## src/rtl/aspe_pkg.sv

```systemverilog
// Package: shared constants, types and character codes for the expression evaluator.
package aspe_pkg;

    // Stack depths and counter widths
    localparam int VALUE_DEPTH = 64;
    localparam int OP_DEPTH    = 128;
    localparam int VCNT_W      = $clog2(VALUE_DEPTH + 1);
    localparam int OCNT_W      = $clog2(OP_DEPTH + 1);
    localparam logic [VCNT_W-1:0] VAL_FULL = VCNT_W'(VALUE_DEPTH);
    localparam logic [OCNT_W-1:0] OP_FULL  = OCNT_W'(OP_DEPTH);

    // Payload widths
    localparam int CHAR_W   = 8;
    localparam int VALUE_W  = 32;
    localparam int STATUS_W = 2;

    // Character codes
    localparam logic [CHAR_W-1:0] CH_ZERO  = 8'h30;
    localparam logic [CHAR_W-1:0] CH_NINE  = 8'h39;
    localparam logic [CHAR_W-1:0] CH_PLUS  = 8'h2B;
    localparam logic [CHAR_W-1:0] CH_MINUS = 8'h2D;
    localparam logic [CHAR_W-1:0] CH_OPEN  = 8'h28;
    localparam logic [CHAR_W-1:0] CH_CLOSE = 8'h29;

    // Operator stack entry
    typedef enum logic [1:0] {
        OPC_PAREN = 2'd0,
        OPC_PLUS  = 2'd1,
        OPC_MINUS = 2'd2
    } opc_t;

    // Result status
    typedef enum logic [STATUS_W-1:0] {
        ST_OK        = 2'd0,
        ST_OVERFLOW  = 2'd1,
        ST_UNDERFLOW = 2'd2
    } status_t;

    // Value stack shift command
    typedef enum logic [1:0] {
        V_HOLD,
        V_PUSH,
        V_POP,
        V_REPLACE
    } val_cmd_t;

    // Operator stack shift command
    typedef enum logic [2:0] {
        O_HOLD,
        O_PUSH,
        O_POP,
        O_POP2,
        O_REPLACE
    } op_cmd_t;

    typedef struct packed {
        val_cmd_t           cmd;
        logic [VALUE_W-1:0] wdata;
    } val_ctl_t;

    typedef struct packed {
        op_cmd_t cmd;
        opc_t    code;
    } op_ctl_t;

endpackage

```

## src/rtl/aspe_val_cell.sv

```systemverilog
// Value stack cell: one 32-bit entry that shifts with its neighbors on push and pop.
module aspe_val_cell (
    input  logic                            clk,
    input  aspe_pkg::val_ctl_t              ctl,
    input  logic                            head,
    input  logic [aspe_pkg::VALUE_W-1:0]    from_above,
    input  logic [aspe_pkg::VALUE_W-1:0]    from_below,
    output logic [aspe_pkg::VALUE_W-1:0]    data
);

    logic [aspe_pkg::VALUE_W-1:0] data_reg;
    logic [aspe_pkg::VALUE_W-1:0] data_next;

    // Select the entry's next content
    always_comb
    begin
        unique case (ctl.cmd)
            aspe_pkg::V_PUSH:    data_next = head ? ctl.wdata : from_above;
            aspe_pkg::V_POP:     data_next = from_below;
            aspe_pkg::V_REPLACE: data_next = head ? ctl.wdata : data_reg;
            default:             data_next = data_reg;
        endcase
    end

    // Hold the entry
    always_ff @(posedge clk)
    begin
        data_reg <= data_next;
    end

    assign data = data_reg;

endmodule

```

## config.mk

```make
export PLATFORM = sky130hd
export DESIGN_NAME = aspe_val_cell
export DESIGN_NICKNAME = d
export VERILOG_FILES = /design/src/rtl/aspe_pkg.sv /design/src/rtl/aspe_val_cell.sv
export SDC_FILE = /design/constraint.sdc
export NUM_CORES = 1
export LEC_CHECK = 0
export BUFFER_PORTS_ARGS = -buffer_cell sky130_fd_sc_hd__buf_2
export CORE_MARGIN = 3
export CORE_UTILIZATION = 42
export CTS_CLUSTER_SIZE = 40
export DETAILED_ROUTE_END_ITERATION = 6
export GPL_TIMING_DRIVEN = 0
export PLACE_DENSITY = 0.85
export SETUP_SLACK_MARGIN = 0.15
export SLEW_MARGIN = 40
export SYNTH_ARGS = -nofsm -noshare
export SYNTH_HDL_FRONTEND = slang
export SYNTH_SLANG_ARGS = --single-unit
export TNS_END_PERCENT = 1
```

## constraint.sdc

```tcl
create_clock -name clk -period 4.3 [get_ports clk]
set_input_delay 0.645 -clock clk [delete_from_list [all_inputs] [get_ports clk]]
set_output_delay 0.645 -clock clk [all_outputs]
set_load 0.02 [all_outputs]
```

After elaboration in Yosys (flattened, before gate mapping). Index checks and enable logic that the tools add are counted.

Word-level logic and storage cells: 10. Output and inout port bits: 32. Register bits after elaboration: 32. Input port bits: 100.

Equality and inequality tests: 4. Muxes and demuxes: 3. Reduce and logical (&&, ||, !) cells: 2.

Operators with widths (number): one-hot mux 32 bit (3 select lines) (1); 2-to-1 mux 32 bit (2); == test 2 bit (second input constant) (2); nonzero test 3 bit (1); == test 2 x 1 -> 1 bit (second input constant) (1); inequality test 2 bit (second input constant) (1); AND reduction 2 bit (1).

Longest topological paths before layout.
Depth in word-level cells: 3. Gate-level depth with buffers: 7. Gate-level depth less buffers: 5.

Worst setup path after synthesis. Ideal clock, no wire load.

Path type: in2reg. From: input port ctl[32] (netlist name). To: register data_reg, in the netlist data[0], enable pin. Data required time: 3.865 ns. Path slack: 1.141 ns. Data arrival time: 2.724 ns. Buffers on the path: 0. Stages on the path: 2. Cell sequence: ha_1 > mux2i_1.

Longest elaborated chain between the ends: 3. Elaborated cells between the ends (all ways): 6. Those cells by class: eq/ne: 4; reduce/logical: 2.

RTL lines: from (decl) (RTL line aspe_val_cell.sv:4) `input aspe_pkg::val_ctl_t ctl,`; == test 2 bit or == test 2 x 1 -> 1 bit (tied branches) (RTL line aspe_val_cell.sv:17) `unique case (ctl.cmd)`; inequality test 2 bit (no line) or nonzero test 3 bit (tied branches); AND reduction 2 bit (no line) (*); to (signal assigned) (RTL line aspe_val_cell.sv:28) `data_reg <= data_next;`; to (decl) (RTL line aspe_val_cell.sv:11) `logic [aspe_pkg::VALUE_W-1:0] data_reg;`.

Every way passes the cells marked *; elsewhere a longest branch is shown, timed or not. A chain may end at the register's enable or synchronous reset.

Worst setup path after layout.
From: input port ctl[32] (netlist name). To: register data_reg, in the netlist data[11], enable pin.

The elaborated chain is that of the path after synthesis.

==> flow_metrics.env <==
export IMPL_status="completed"
export IMPL_ir_worst_vdd_v=0.000158
export IMPL_drive_above_1_share_pct=59.2
export IMPL_grt_use_total_pct=18.3
export IMPL_power_density_nw_per_um2=366
export IMPL_pwr_share_clk_pct=23.5
export IMPL_switching_share_pct=29.9
export IMPL_grt_max_degree=18
export IMPL_clock_root_buffer="clkbuf_8"
export IMPL_hpwl_um=3680
export IMPL_num_vias=1515
export IMPL_synth_seq_cells=32
export IMPL_worstHoldPathType="input pin to register"
export IMPL_hold_buffers=0
export IMPL_fmax_mhz=481
export IMPL_grt_pass1_vias=1392
export IMPL_cts_setup_buffers=0
export IMPL_cts_tree="built"
export IMPL_syn2layout_area_growth_pct=49.3
export IMPL_synth_area_leaders="edfxtp_1 58%, a22o_1 17%, a21o_1 14%, buf_6 4.1%, ha_1 2.3%"
export IMPL_required_ns=4.28
export IMPL_max_cap_violations=0
export IMPL_viasPerCell=5.00
export IMPL_htreeDepth=2
export IMPL_antenna_found_initial=0
export IMPL_antenna_cells=0
export IMPL_netlist_area_leader_share_pct=57.7
export IMPL_cts_sinks=32
export IMPL_synth_area_mux_share_pct=0.601
export IMPL_grt_overflow=0
export IMPL_routedWlPerCell_um=15.1
export IMPL_place_ws_ns=1.90
export IMPL_rsz0062_at_grt="no"
export IMPL_fin_nets=357
export IMPL_yosys_area_share_adder_pct=2.25
export IMPL_synth_common_cells="32 x a21o_1, 32 x a22o_1, 32 x edfxtp_1, 6 x buf_6"
export IMPL_synth_area_um2=1670
export IMPL_synth_ff_type="edfxtp_1"
export IMPL_layout_setup_ws_ns=2.22
export IMPL_drc=0
export IMPL_dr_pass1_iters=4
export IMPL_slew_headroom_pct=56.9
export IMPL_synth_edf_count=32
export IMPL_synth_seq_area_share_pct=57.7
export IMPL_ys_warnings_count=0
export IMPL_core_area_um2=3740
export IMPL_clockBufferDepth=2
export IMPL_cp_end_kind="register"
export IMPL_comb_power_share_pct=30.1
export IMPL_largest_reg_flops=32
export IMPL_p_leak_uw=0.00135
export IMPL_cp_arrival_ns=2.06
export IMPL_crit_start="ctl[32]"
export IMPL_setup_viol=0
export IMPL_tightest_slew_ns=0.633
export IMPL_synth_simple_gate_area_share_pct=0.976
export IMPL_syn_nets=218
export IMPL_gp_congestion=0.817
export IMPL_final_period_utilization_pct=48.4
export IMPL_cp_start_kind="input pin"
export IMPL_synth_top_area_cell="edfxtp_1"
export IMPL_post_cts_resized=0
export IMPL_die_x_um=69.0
export IMPL_p_sw_uw=272
export IMPL_synth_compound_area_share_pct=33.0
export IMPL_ys_types=13
export IMPL_hp_start="ctl[13]"
export IMPL_initial_utilization_pct=44.5
export IMPL_clkTransAtPathRegs_ns=0.06
export IMPL_worstPathMaxFanout=17
export IMPL_synthCells=115
export IMPL_synth_top_family_by_area="compound AO/OA/AOI/OAI gates"
export IMPL_io_pins=132
export IMPL_die_area_um2=4760
export IMPL_cts_made_buffers=5
export IMPL_hold_viol_final=0
export IMPL_grt_pass1_wl_um=6220
export IMPL_fp_row_count=22
export IMPL_ant_nets=0
export IMPL_die_height_um=69.0
export IMPL_synth_avg_cell_area_um2=14.5
export IMPL_port_buffers=131
export IMPL_fin_setup_tns_ns=0
export IMPL_async_reset_ff_share_pct=0
export IMPL_synth_xor_area_share_pct=0
export IMPL_drt_initial_drc_count=71
export IMPL_slew_violations=0
export IMPL_seqPwrFrac_pct=46.5
export IMPL_totalWireLength_um=4570
export IMPL_period_needed_ns=2.08
export IMPL_p_int_uw=638
export IMPL_critPathKind="input pin to register"
==> per-layer routing <==
| metal | wire length (um) | track usage [%] | vias up |
|---|---|---|---|
| met5 | 0 | 0 | - |
| met4 | 49 | 6.57 | 0 |
| met3 | 322 | 3.89 | 5 |
| met2 | 2430 | 33.5 | 58 |
| met1 | 1770 | 20.9 | 705 |
| li1 | - | - | 747 |
==> stage by stage <==
step | util, % | area, um2 | instances | power, uW | hold WS (ns)
2_1_floorplan | - | 1670 | 115 | 588 | 0.830
3_3_place_gp | 63.6 | 2380 | 294 | 697 | 0.915
3_5_place_dp | 64.3 | 2410 | 295 | 706 | 0.918
4_1_cts | 66.5 | 2490 | 303 | 919 | 0.629
5_1_grt | 66.5 | 2490 | 303 | 953 | 0.625
6_report | 66.5 | 2490 | 303 | 910 | 0.635
==> path summary, 6_finish.rpt <==
| check | slack, ns | end | cells after the start |
|---|---|---|---|
| setup / recovery | 2.22 | data[11] | 4 |
| hold / removal | 0.64 | data[13] | 2 |
==> cell usage in the layout (no fill, tap or decap) <==
cell	Yosys	layout
inv_1	1	1
buf_6	6	7
clkbuf_8	0	5
clkbuf_1	3	3
clkinv_2	0	2
clkinv_1	0	1
a21o_1	32	32
inv_2	1	1
ha_1	3	3
edfxtp_1	32	32
nor3_4	1	1
mux2i_4	0	1
buf_2	1	132
o31ai_4	1	1
a22o_1	32	32
o21ai_2	1	1
==> cells by family (layout without fill, tap and decap cells) <==
group	after synthesis	in the layout
AOI/OAI and AO/OA	66	66
buffers and inverters	12	152
muxes	1	1
DFF	32	32
and+or+nand+nor	1	1
adders and majority gates	3	3
==> power groups by stage <==
stage	Combinational, uW	Sequential, uW	Clock [uW]
detailed placement	276	430	0
global placement	267	429	0
global route	294	427	232
finish	274	423	214
CTS	277	423	218
floorplan	84.4	504	0
==> layout make-up <==
type	count	area (um2)
inverters	2	7.51
clock buffers	5	68.8
fillers	314	1250
repair buffers	132	667
well taps	48	60.1
flip-flops and latches	32	961
clock inverters	3	13.8
multi-input cells	71	627
plain buffers	10	83.8
==> critical path: stages <==
cell	delay, ns
buf_2	0.10
ha_1	0.37
mux2i_4	0.65
buf_6	0.28
No activity file was read; power rests on OpenSTA's default activity.
