File: src/rtl/aspe_pkg.sv
// Package: shared constants, types and character codes for the expression evaluator.
package aspe_pkg;

    // Stack depths and counter widths
    localparam int VALUE_DEPTH = 64;
    localparam int OP_DEPTH    = 128;
    localparam int VCNT_W      = $clog2(VALUE_DEPTH + 1);
    localparam int OCNT_W      = $clog2(OP_DEPTH + 1);
    localparam logic [VCNT_W-1:0] VAL_FULL = VCNT_W'(VALUE_DEPTH);
    localparam logic [OCNT_W-1:0] OP_FULL  = OCNT_W'(OP_DEPTH);

    // Payload widths
    localparam int CHAR_W   = 8;
    localparam int VALUE_W  = 32;
    localparam int STATUS_W = 2;

    // Character codes
    localparam logic [CHAR_W-1:0] CH_ZERO  = 8'h30;
    localparam logic [CHAR_W-1:0] CH_NINE  = 8'h39;
    localparam logic [CHAR_W-1:0] CH_PLUS  = 8'h2B;
    localparam logic [CHAR_W-1:0] CH_MINUS = 8'h2D;
    localparam logic [CHAR_W-1:0] CH_OPEN  = 8'h28;
    localparam logic [CHAR_W-1:0] CH_CLOSE = 8'h29;

    // Operator stack entry
    typedef enum logic [1:0] {
        OPC_PAREN = 2'd0,
        OPC_PLUS  = 2'd1,
        OPC_MINUS = 2'd2
    } opc_t;

    // Result status
    typedef enum logic [STATUS_W-1:0] {
        ST_OK        = 2'd0,
        ST_OVERFLOW  = 2'd1,
        ST_UNDERFLOW = 2'd2
    } status_t;

    // Value stack shift command
    typedef enum logic [1:0] {
        V_HOLD,
        V_PUSH,
        V_POP,
        V_REPLACE
    } val_cmd_t;

    // Operator stack shift command
    typedef enum logic [2:0] {
        O_HOLD,
        O_PUSH,
        O_POP,
        O_POP2,
        O_REPLACE
    } op_cmd_t;

    typedef struct packed {
        val_cmd_t           cmd;
        logic [VALUE_W-1:0] wdata;
    } val_ctl_t;

    typedef struct packed {
        op_cmd_t cmd;
        opc_t    code;
    } op_ctl_t;

endpackage

File: src/rtl/aspe_op_cell.sv
// Operator stack cell: one operator code that shifts by one or two places on pop.
module aspe_op_cell (
    input  logic               clk,
    input  aspe_pkg::op_ctl_t  ctl,
    input  logic               head,
    input  aspe_pkg::opc_t     from_above,
    input  aspe_pkg::opc_t     from_below,
    input  aspe_pkg::opc_t     from_below2,
    output aspe_pkg::opc_t     data
);

    aspe_pkg::opc_t data_reg;
    aspe_pkg::opc_t data_next;

    // Select the entry's next content
    always_comb
    begin
        unique case (ctl.cmd)
            aspe_pkg::O_PUSH:    data_next = head ? ctl.code : from_above;
            aspe_pkg::O_POP:     data_next = from_below;
            aspe_pkg::O_POP2:    data_next = from_below2;
            aspe_pkg::O_REPLACE: data_next = head ? ctl.code : data_reg;
            default:             data_next = data_reg;
        endcase
    end

    // Hold the entry
    always_ff @(posedge clk)
    begin
        data_reg <= data_next;
    end

    assign data = data_reg;

endmodule

File: config.mk
export PLATFORM = sky130hd
export DESIGN_NAME = aspe_op_cell
export DESIGN_NICKNAME = d
export VERILOG_FILES = /design/src/rtl/aspe_pkg.sv /design/src/rtl/aspe_op_cell.sv
export SDC_FILE = /design/constraint.sdc
export NUM_CORES = 1
export LEC_CHECK = 0
export ABC_AREA = 1
export BUFFER_PORTS_ARGS = -buffer_cell sky130_fd_sc_hd__buf_2
export CORE_AREA = 2 2 39 41
export CTS_CLUSTER_DIAMETER = 60
export DETAILED_ROUTE_END_ITERATION = 6
export DIE_AREA = 0 0 41 43
export GPL_TIMING_DRIVEN = 1
export PLACE_DENSITY = 0.46
export SKIP_LAST_GASP = 1
export SLEW_MARGIN = 20
export SYNTH_ARGS = -nofsm -noshare
export SYNTH_HDL_FRONTEND = slang
export SYNTH_SLANG_ARGS = --single-unit
File: constraint.sdc
create_clock -name clk -period 0.8 [get_ports clk]
set_clock_uncertainty 0.15 [all_clocks]
set_input_delay 0.04 -clock clk [delete_from_list [all_inputs] [get_ports clk]]
set_output_delay 0.04 -clock clk [all_outputs]
set_load 0.02 [all_outputs]
# [Yosys cells after proc, flatten, opt, wreduce, memory -nomap -nowiden]
# Index checks and enable logic that the tools add are counted.
[classes] n_reduce_logical=2 eq_ne=5 muxes=3
[ops] operator="case mux 2 bit (4 select lines)" count=1
[ops] operator="== test 3 x 2 -> 1 bit, second input constant" count=2
[ops] operator="two-way mux 2 bit" count=2
[ops] operator="nonzero test 4 bit" count=1
[ops] operator="== test 3 x 1 -> 1 bit, second input constant" count=1
[ops] operator="== test 3 bit, second input constant" count=1
[ops] operator="inequality test 2 bit, second input constant" count=1
[ops] operator="AND reduction 2 bit" count=1
[word_totals] elab_cells=11 reg_bits=2 inputBits=13

# [Longest topological paths before layout]
# Gate-level depths: netlist of run 1.
[depth] word_depth=3 ltp_mapped=5

# [Least setup slack after synthesis of run 1]
# Ideal clock, no wire load.
[synth_path] kind="input to register" from="input ctl[3] (netlist name)" to="register data_reg[0] (netlist: data[0]), enable pin" cell_stages=3 n_path_buf=0 arrival_ps=322 setup_slack_ps=1 cell_sequence="nor2_4 -> nand3_1 -> o21ai_0"
[synth_via] elab_chain_cells=3 word_cells_on_any_way=7
[synth_lines] element="from (decl)" line="aspe_op_cell.sv:4" text="input aspe_pkg::op_ctl_t ctl,"
[synth_lines] element="== test 3 bit, or another cell as far along" line="aspe_op_cell.sv:18" text="unique case (ctl.cmd)"
[synth_lines] element="nonzero test 4 bit (no source line) / inequality test 2 bit (equally long branches)"
[synth_lines] element="AND reduction 2 bit (no source line) *"
[synth_lines] element="to (signal assigned)" line="aspe_op_cell.sv:30" text="data_reg <= data_next;"
[synth_lines] element="to (decl)" line="aspe_op_cell.sv:12" text="aspe_pkg::opc_t data_reg;"
# Mark *: on every way between the ends. The rest lies on a longest branch, timed or not.
# A chain may end at the register's enable or synchronous reset.

# [Worst setup path after layout of run 1]
[layout_path] from="register data_reg[1] (netlist: data[1])" to="output data[1]"
[layout_rtl] element="to (decl)" line="aspe_op_cell.sv:9" text="output aspe_pkg::opc_t data"
# No word-level cell between the ends.

==> results.json, run 1 <==
{
  "cts-root-buf": "clkbuf_4",
  "dpl_cell_area_um2": 285.3,
  "min-delay-start": "from_below[1]",
  "synth.avg_cell_area_um2": 6.296,
  "hold_viol_final": 0,
  "wirelength_um": 500,
  "antenna_cells": 0,
  "cp-start-kind": "flop",
  "layout_setup_ws_ns": -0.1252,
  "final_area_um2": 317.8,
  "period_needed_ns": 0.9252,
  "path_cells": "buf_6",
  "largest_reg_flops": 2,
  "core_mm2": 0.001384,
  "slew_headroom_pct": 89.78,
  "fp.dieH_um": 43,
  "grt_start_max_net_pins": 7,
  "die_width_um": 41,
  "drc": 0,
  "nets": 63,
  "violations": "negative setup slack",
  "worst_path_max_delay_cell": "edfxtp_1",
  "cts_sinks": 2,
  "hp-class": "in -> reg",
  "postRouteAntennaNets": 0,
  "min_to": "data[1]",
  "tightest_slew_ns": 0.1517,
  "wl_per_cell_um": 7.813,
  "seq_area_um2": 60.06,
  "final_core_util_pct": 22.97,
  "slew_violations": 0,
  "start_util_pct": 14.10,
  "via_per_inst": 3.859,
  "async_flop_share_pct": 0,
  "drt_first_pass_iters": 3,
  "synth_top_family_by_area": "simple AND/OR/NAND/NOR gates",
  "htreeDepth": 1,
  "finalSetupViolCount": 2,
  "syn_inst": 31,
  "pre_cts_ws_ns": -0.2107,
  "overflow": 0,
  "critPathBufInv": 1,
  "vias": 247,
  "postCtsSetupBuffers": 0,
  "status": "finished with violations",
  "rsz0062_at_grt": "true",
  "synth_cell_types": 10,
  "final.setup.tns_ns": -0.2372,
  "netlist_top_cells_count": "8 x nand2_1, 5 x nand3_1, 4 x inv_1, 4 x nor2_1, 3 x o21ai_0",
  "power.leakage_nw": 0.1705,
  "syn_to_final_growth_pct": 62.82,
  "netlist_area_um2": 195.2,
  "yosysSeqAreaShare_pct": 30.77,
  "yosysMostFrequentCell": "nand2_1",
  "ys.flop_type": "edfxtp_1",
  "path_clk_slew_ns": 0.03,
  "worstPathMaxFanout": 1,
  "max-cap-violations": 0,
  "hpwl_um": 400.2,
  "dp_cells": 61,
  "synth_seq_cells": 2,
  "cp_top_family": "flip-flops",
  "synthSimpleGateAreaFrac_pct": 51.92,
  "synth_nets": 44,
  "ys_warn_count": 0,
  "cts.path.max_buffers": 2,
  "totalPowerFinal_uw": 488.0,
  "n_fill_cell": 167,
  "synth_compound_area_share_pct": 7.692,
  "fin_cells": 64,
  "grt_usage_pct": 7.121,
  "holdWs_ns": 0.04498,
  "cp-end-kind": "primary output",
  "place.gp.congestion": 0.7297,
  "cts_tree": "done",
  "row_count": 14,
  "synth_edf_count": 2,
  "portBuffers": 14,
  "power-per-cell-area_mw_per_mm2": 1536,
  "grt_pass1_wl_um": 807,
  "crit_type": "reg -> out",
  "synth_area_leader_cell": "edfxtp_1",
  "ir_drop_v": 0.0003859,
  "drive_above_1_share_pct": 41.67,
  "max_freq_mhz": 1081,
  "pin_count": 15,
  "synth_area_leaders": "edfxtp_1 31%, nand2_1 15%, nand3_1 13%, o21ai_0 7.7%, inv_1 7.7%",
  "yosysTopAreaCellShare_pct": 30.77,
  "synth_fa_ha_area_share_pct": 0,
  "numCtsBuffers": 3,
  "synth_xor_area_share_pct": 0,
  "grt_pass1_vias": 232,
  "die_area_mm2": 0.001763,
  "worst_ep_arrival_time_ns": 0.74,
  "antenna_found_initial": 0,
  "hold_depth": 5,
  "dr.first_iter.drc_count": 2,
  "required_ns": 0.61,
  "fin_crit_sh_pct": 115.6,
  "synth.mux.area_fraction_pct": 0,
  "multi_input_area_um2": 120.1,
  "slowest_delay_ns": 0.37
}
[final cells by class]
cell class / instances / share of cell area [%]
clock buffer: 3 / 7.087
tap: 16 / 6.299
sequential: 2 / 18.90
inverter: 5 / 5.906
timing repair buffer: 14 / 24.02
multi-input combinational: 24 / 37.80
[how the worst max path moves through the flow]
stage / startpoint / endpoint / depth (start not counted) / slack (ns)
6_report: data[1] / data[1] / 1 / -0.13
5_1_grt: data[0] / data[0] / 1 / -0.16
4_1_cts: data[1] / data[1] / 1 / -0.14
3_5_place_dp: ctl[3] / data[1] / 4 / -0.21
3_3_place_gp: ctl[3] / data[0] / 4 / -0.19
2_1_floorplan: ctl[3] / data[0] / 3 / 0.0009
[layer usage]
metal  wire length [um]  GRT usage, %
met1                216         8.974
met3                 68         1.571
met4                  0         8.000
met2                215         8.750
met5                  0             0
[cell families after synthesis]
kind of cell | after synthesis
DFF | 2
buffers and inverters | 5
AOI/OAI and AO/OA | 3
and+or+nand+nor | 21
[layout by cell type, fill, tap and decap left out]
master and count:
inv_2 1, nand4_1 2, nand3_1 5, nand2_1 8, o21ai_0 2, edfxtp_1 2, o21ai_2 1, inv_1 4
clkbuf_4 3, nor2_1 4, nand3b_1 1, buf_6 1, buf_2 13, nor2_4 1
[power by group]
part | internal [mW] | leakage (nW) | total, mW | switching [mW]
clock | 0.166 | 0.0138 | 0.224 | 0.0586
sequential | 0.133 | 0.0191 | 0.137 | 0.00387
combinational | 0.0571 | 0.138 | 0.127 | 0.0695
[timing repair]
| action | in CTS | in global routing |
|---|---|---|
| gates cloned | 0 | 0 |
| endpoints found under the setup margin | 2 | 4 |
| resized for setup | 0 | 4 |
| endpoints found under the hold margin | 0 | 0 |
| hold buffers | 0 | 0 |
Power figures use the tool's default switching activity.
==> inputs of run 2 (changes only) <==
ABC_AREA = 0   (was 1)
PLACE_DENSITY = 0.44   (was 0.46)
==> results.json, run 2 <==
{
  "dr.first_iter.drc_count": 10,
  "row_count": 14,
  "hold_viol_final": 0,
  "finalSetupViolCount": 4,
  "slew_violations": 0,
  "grt_pass1_wl_um": 814,
  "cts_sinks": 2,
  "fp.dieH_um": 43,
  "synth_area_leaders": "edfxtp_1 36%, mux2i_1 18%, a222oi_1 12%, inv_1 11%, nor2b_2 5.2%",
  "antenna_cells": 0,
  "core_mm2": 0.001384,
  "path_cells": "buf_6",
  "grt_start_max_net_pins": 6,
  "hpwl_um": 370.2,
  "power-per-cell-area_mw_per_mm2": 1394,
  "ys_warn_count": 0,
  "tightest_slew_ns": 0.2783,
  "cp-end-kind": "primary output",
  "synth_nets": 31,
  "synth_top_family_by_area": "compound AO/OA/AOI/OAI gates",
  "required_ns": 0.61,
  "drive_above_1_share_pct": 73.68,
  "grt_pass1_vias": 197,
  "final_cell_mix": "10 x buf_2, 4 x inv_1, 3 x clkbuf_4, 3 x buf_6, 3 x buf_4",
  "synth.avg_cell_area_um2": 9.315,
  "max-cap-violations": 0,
  "largest_reg_flops": 2,
  "dpl_cell_area_um2": 297.8,
  "max_freq_mhz": 1088,
  "totalPowerFinal_uw": 537.1,
  "drt_first_pass_iters": 5,
  "worst_path_max_delay_cell": "edfxtp_1",
  "yosysTopAreaCellShare_pct": 35.82,
  "synthSimpleGateAreaFrac_pct": 13.43,
  "synth_seq_cells": 2,
  "critPathBufInv": 1,
  "syn_inst": 18,
  "rsz0062_at_grt": "true",
  "yosysMostFrequentCell": "inv_1",
  "place.gp.congestion": 0.6121,
  "layout_setup_ws_ns": -0.1188,
  "cp_top_family": "flip-flops",
  "syn_to_final_growth_pct": 129.9,
  "ir_drop_v": 0.0005781,
  "numCtsBuffers": 3,
  "postRouteAntennaNets": 0,
  "synth_area_leader_cell": "edfxtp_1",
  "power.leakage_nw": 0.1908,
  "vias": 223,
  "final.setup.tns_ns": -0.2677,
  "synth_edf_count": 2,
  "grt_usage_pct": 7.530,
  "drc": 0,
  "hp-class": "in -> reg",
  "async_flop_share_pct": 0,
  "synth_cell_types": 10,
  "portBuffers": 14,
  "synth.mux.area_fraction_pct": 17.91,
  "yosysSeqAreaShare_pct": 35.82,
  "hold_buffers": 0,
  "synth_fa_ha_area_share_pct": 0,
  "start_util_pct": 12.12,
  "overflow": 0,
  "pin_count": 15,
  "worstPathMaxFanout": 1,
  "via_per_inst": 4.130,
  "crit_type": "reg -> out",
  "final_area_um2": 385.4,
  "ys.flop_type": "edfxtp_1",
  "wirelength_um": 532,
  "netlist_top_cells_count": "5 x inv_1, 3 x mux2i_1, 2 x a222oi_1, 2 x edfxtp_1",
  "htreeDepth": 1,
  "fin_crit_sh_pct": 114.9,
  "path_clk_slew_ns": 0.03,
  "nets": 53,
  "cts_tree": "done",
  "slew_headroom_pct": 81.45,
  "cts-root-buf": "clkbuf_4",
  "n_fill_cell": 151,
  "synth_compound_area_share_pct": 21.64,
  "synth_xor_area_share_pct": 0,
  "antenna_found_initial": 0,
  "netlist_area_um2": 167.7,
  "die_width_um": 41,
  "violations": "negative setup slack",
  "cts.path.max_buffers": 2,
  "die_area_mm2": 0.001763,
  "wl_per_cell_um": 9.852,
  "period_needed_ns": 0.9188,
  "worst_ep_arrival_time_ns": 0.73,
  "final_common_cell": "buf_2",
  "status": "finished with violations",
  "cp-start-kind": "flop",
  "slowest_delay_ns": 0.36
}
-- run 2: tightest hold or removal path, stage by stage --
cell      delay (ns)
buf_2           0.09
inv_1           0.04
a222oi_1        0.06
-- run 2: layout make-up --
type                       count  area [um^2]  share of cell area, %
clock buffer                   3        22.52                  5.844
inverter                       5        18.77                  4.870
sequential                     2        60.06                  15.58
timing repair buffer          17        126.4                  32.79
tap                           16        20.02                  5.195
multi-input combinational     11        137.6                  35.71
-- run 2: path summary, 6_finish.rpt --
path     from       to  slack (ns)  cells past startpoint
max   data[1]  data[1]       -0.12                      1
min    ctl[1]  data[1]        0.04                      3
-- run 2: what timing repair did --
item	4_1_cts	5_1_grt
setup buffers	1	1
setup endpoints to repair	6	6
resized for setup	8	6
pin swaps	5	1
-- run 2: per-stage QoR --
step                      setup WS [ns]  hold slack [ns]  instances  util (%)
final                           -0.1188          0.04043         54     27.85
after global placement          -0.3394           0.2720         49     21.52
after floorplan                -0.05472           0.1376         18         -
after detailed placement        -0.2952           0.2643         49     21.52
after global routing            -0.1427          0.04093         54     27.85
after CTS                       -0.1212          0.02784         53     25.77
-- run 2: cell families after synthesis --
kind of cell,after synthesis
DFF,2
AOI/OAI and AO/OA,4
muxes,3
buffers and inverters,5
and+or+nand+nor,4
-- run 2: power by group --
group,leakage (nW),internal [mW],switching [mW]
Combinational,0.158,0.100,0.0797
Clock,0.0138,0.165,0.0550
Sequential,0.0195,0.134,0.00372
Total,0.191,0.399,0.138
-- run 2: routing by layer --
layer / global-route usage (%) / wire length [um]
met1: 7.074 / 194
met5: 0 / 0
met2: 10.94 / 268
met3: 4.712 / 62
met4: 6.000 / 6
==> inputs of run 3 (changes only) <==
SETUP_SLACK_MARGIN = 0.5   (was unset)
==> results.json, run 3 (same netlist as run 2, synthesis figures left out) <==
{
  "status": "finished with violations",
  "violations": "negative setup slack",
  "max-cap-violations": 0,
  "core_mm2": 0.001384,
  "final_area_um2": 381.6,
  "hpwl_um": 370.2,
  "final.setup.tns_ns": -0.3247,
  "worstPathMaxFanout": 1,
  "slowest_delay_ns": 0.36,
  "grt_pass1_wl_um": 814,
  "n_fill_cell": 153,
  "dp_cells": 49,
  "postRouteAntennaNets": 0,
  "vias": 223,
  "cp-end-kind": "primary output",
  "rsz0062_at_grt": "true",
  "worst_path_max_delay_cell": "edfxtp_1",
  "nets": 53,
  "cts.path.max_buffers": 2,
  "cp_top_family": "flip-flops",
  "hold_buffers": 0,
  "grt_start_max_net_pins": 6,
  "fin_crit_sh_pct": 114.9,
  "fin_cells": 54,
  "max_freq_mhz": 1088,
  "antenna_found_initial": 0,
  "pin_count": 15,
  "required_ns": 0.61,
  "holdWs_ns": 0.03652,
  "cts_tree": "done",
  "die_area_mm2": 0.001763,
  "final_cell_mix": "10 x buf_2, 4 x inv_1, 4 x buf_4, 3 x clkbuf_4",
  "cp-start-kind": "flop",
  "multi_input_area_um2": 137.6,
  "drt_first_pass_iters": 4,
  "critPathBufInv": 1,
  "largest_reg_flops": 2,
  "ir_drop_v": 0.0005809,
  "drive_above_1_share_pct": 73.68,
  "via_per_inst": 4.130,
  "tightest_slew_ns": 0.3218,
  "finalSetupViolCount": 4,
  "wl_per_cell_um": 9.963,
  "start_util_pct": 12.12,
  "crit_type": "reg -> out",
  "portBuffers": 14,
  "grt_usage_pct": 7.538,
  "worst_ep_arrival_time_ns": 0.73,
  "power-per-cell-area_mw_per_mm2": 1405,
  "grt_pass1_vias": 197,
  "wirelength_um": 538,
  "layout_setup_ws_ns": -0.1191,
  "dpl_cell_area_um2": 297.8,
  "fp.dieH_um": 43,
  "antenna_cells": 0,
  "place.gp.congestion": 0.6121,
  "cts_sinks": 2,
  "totalPowerFinal_uw": 536.1,
  "dr.first_iter.drc_count": 10,
  "slew_violations": 0,
  "cts-root-buf": "clkbuf_4",
  "final_common_cell": "buf_2",
  "hp-class": "in -> reg",
  "numCtsBuffers": 3,
  "row_count": 14,
  "hold_viol_final": 0,
  "path_cells": "buf_6",
  "slew_headroom_pct": 78.55,
  "drc": 0,
  "htreeDepth": 1,
  "period_needed_ns": 0.9191,
  "power.leakage_nw": 0.1896,
  "syn_to_final_growth_pct": 127.6,
  "seq_area_um2": 60.06,
  "overflow": 0,
  "die_width_um": 41,
  "path_clk_slew_ns": 0.03
}
==> run 3: worst paths after layout <==
kind     from      end  slack, ns  depth (start not counted)
min    ctl[1]  data[1]       0.04                          3
max   data[1]  data[1]      -0.12                          1
==> run 3: cell type report <==
cell class / instances / area share, %
Tap cell: 16 / 5.246
Multi-Input combinational cell: 11 / 36.07
Timing Repair Buffer: 17 / 32.13
Inverter: 5 / 4.918
Sequential cell: 2 / 15.74
Clock buffer: 3 / 5.902
==> run 3: what timing repair did <==
| action | CTS | global route |
|---|---|---|
| gates resized for setup | 9 | 4 |
| setup endpoints to repair | 6 | 6 |
| setup buffers | 1 | 1 |
| pin swaps | 5 | 1 |
==> run 3: through the flow <==
| step | worst slack, ns | util, % |
|---|---|---|
| 6_report | -0.1191 | 27.58 |
| 4_1_cts | -0.1212 | 26.04 |
| 3_5_place_dp | -0.2952 | 21.52 |
| 3_3_place_gp | -0.3394 | 21.52 |
| 5_1_grt | -0.1427 | 27.58 |
| 2_1_floorplan | -0.05472 | - |
==> run 3: metal layers <==
layer,part of all wire [%],wire [um],GRT usage (%),up-vias
li1,-,-,-,108
met1,35,190,7.097,99
met2,50,270,10.94,14
met3,13,70,4.712,2
met4,1.1,6,6.000,0
met5,0,0,0,-
==> run 3: power breakdown <==
part / total [mW] / switching, mW / internal [mW]
clock network: 0.220 / 0.0552 / 0.165
registers: 0.137 / 0.00372 / 0.134
logic: 0.178 / 0.0802 / 0.0982
total: 0.536 / 0.139 / 0.397
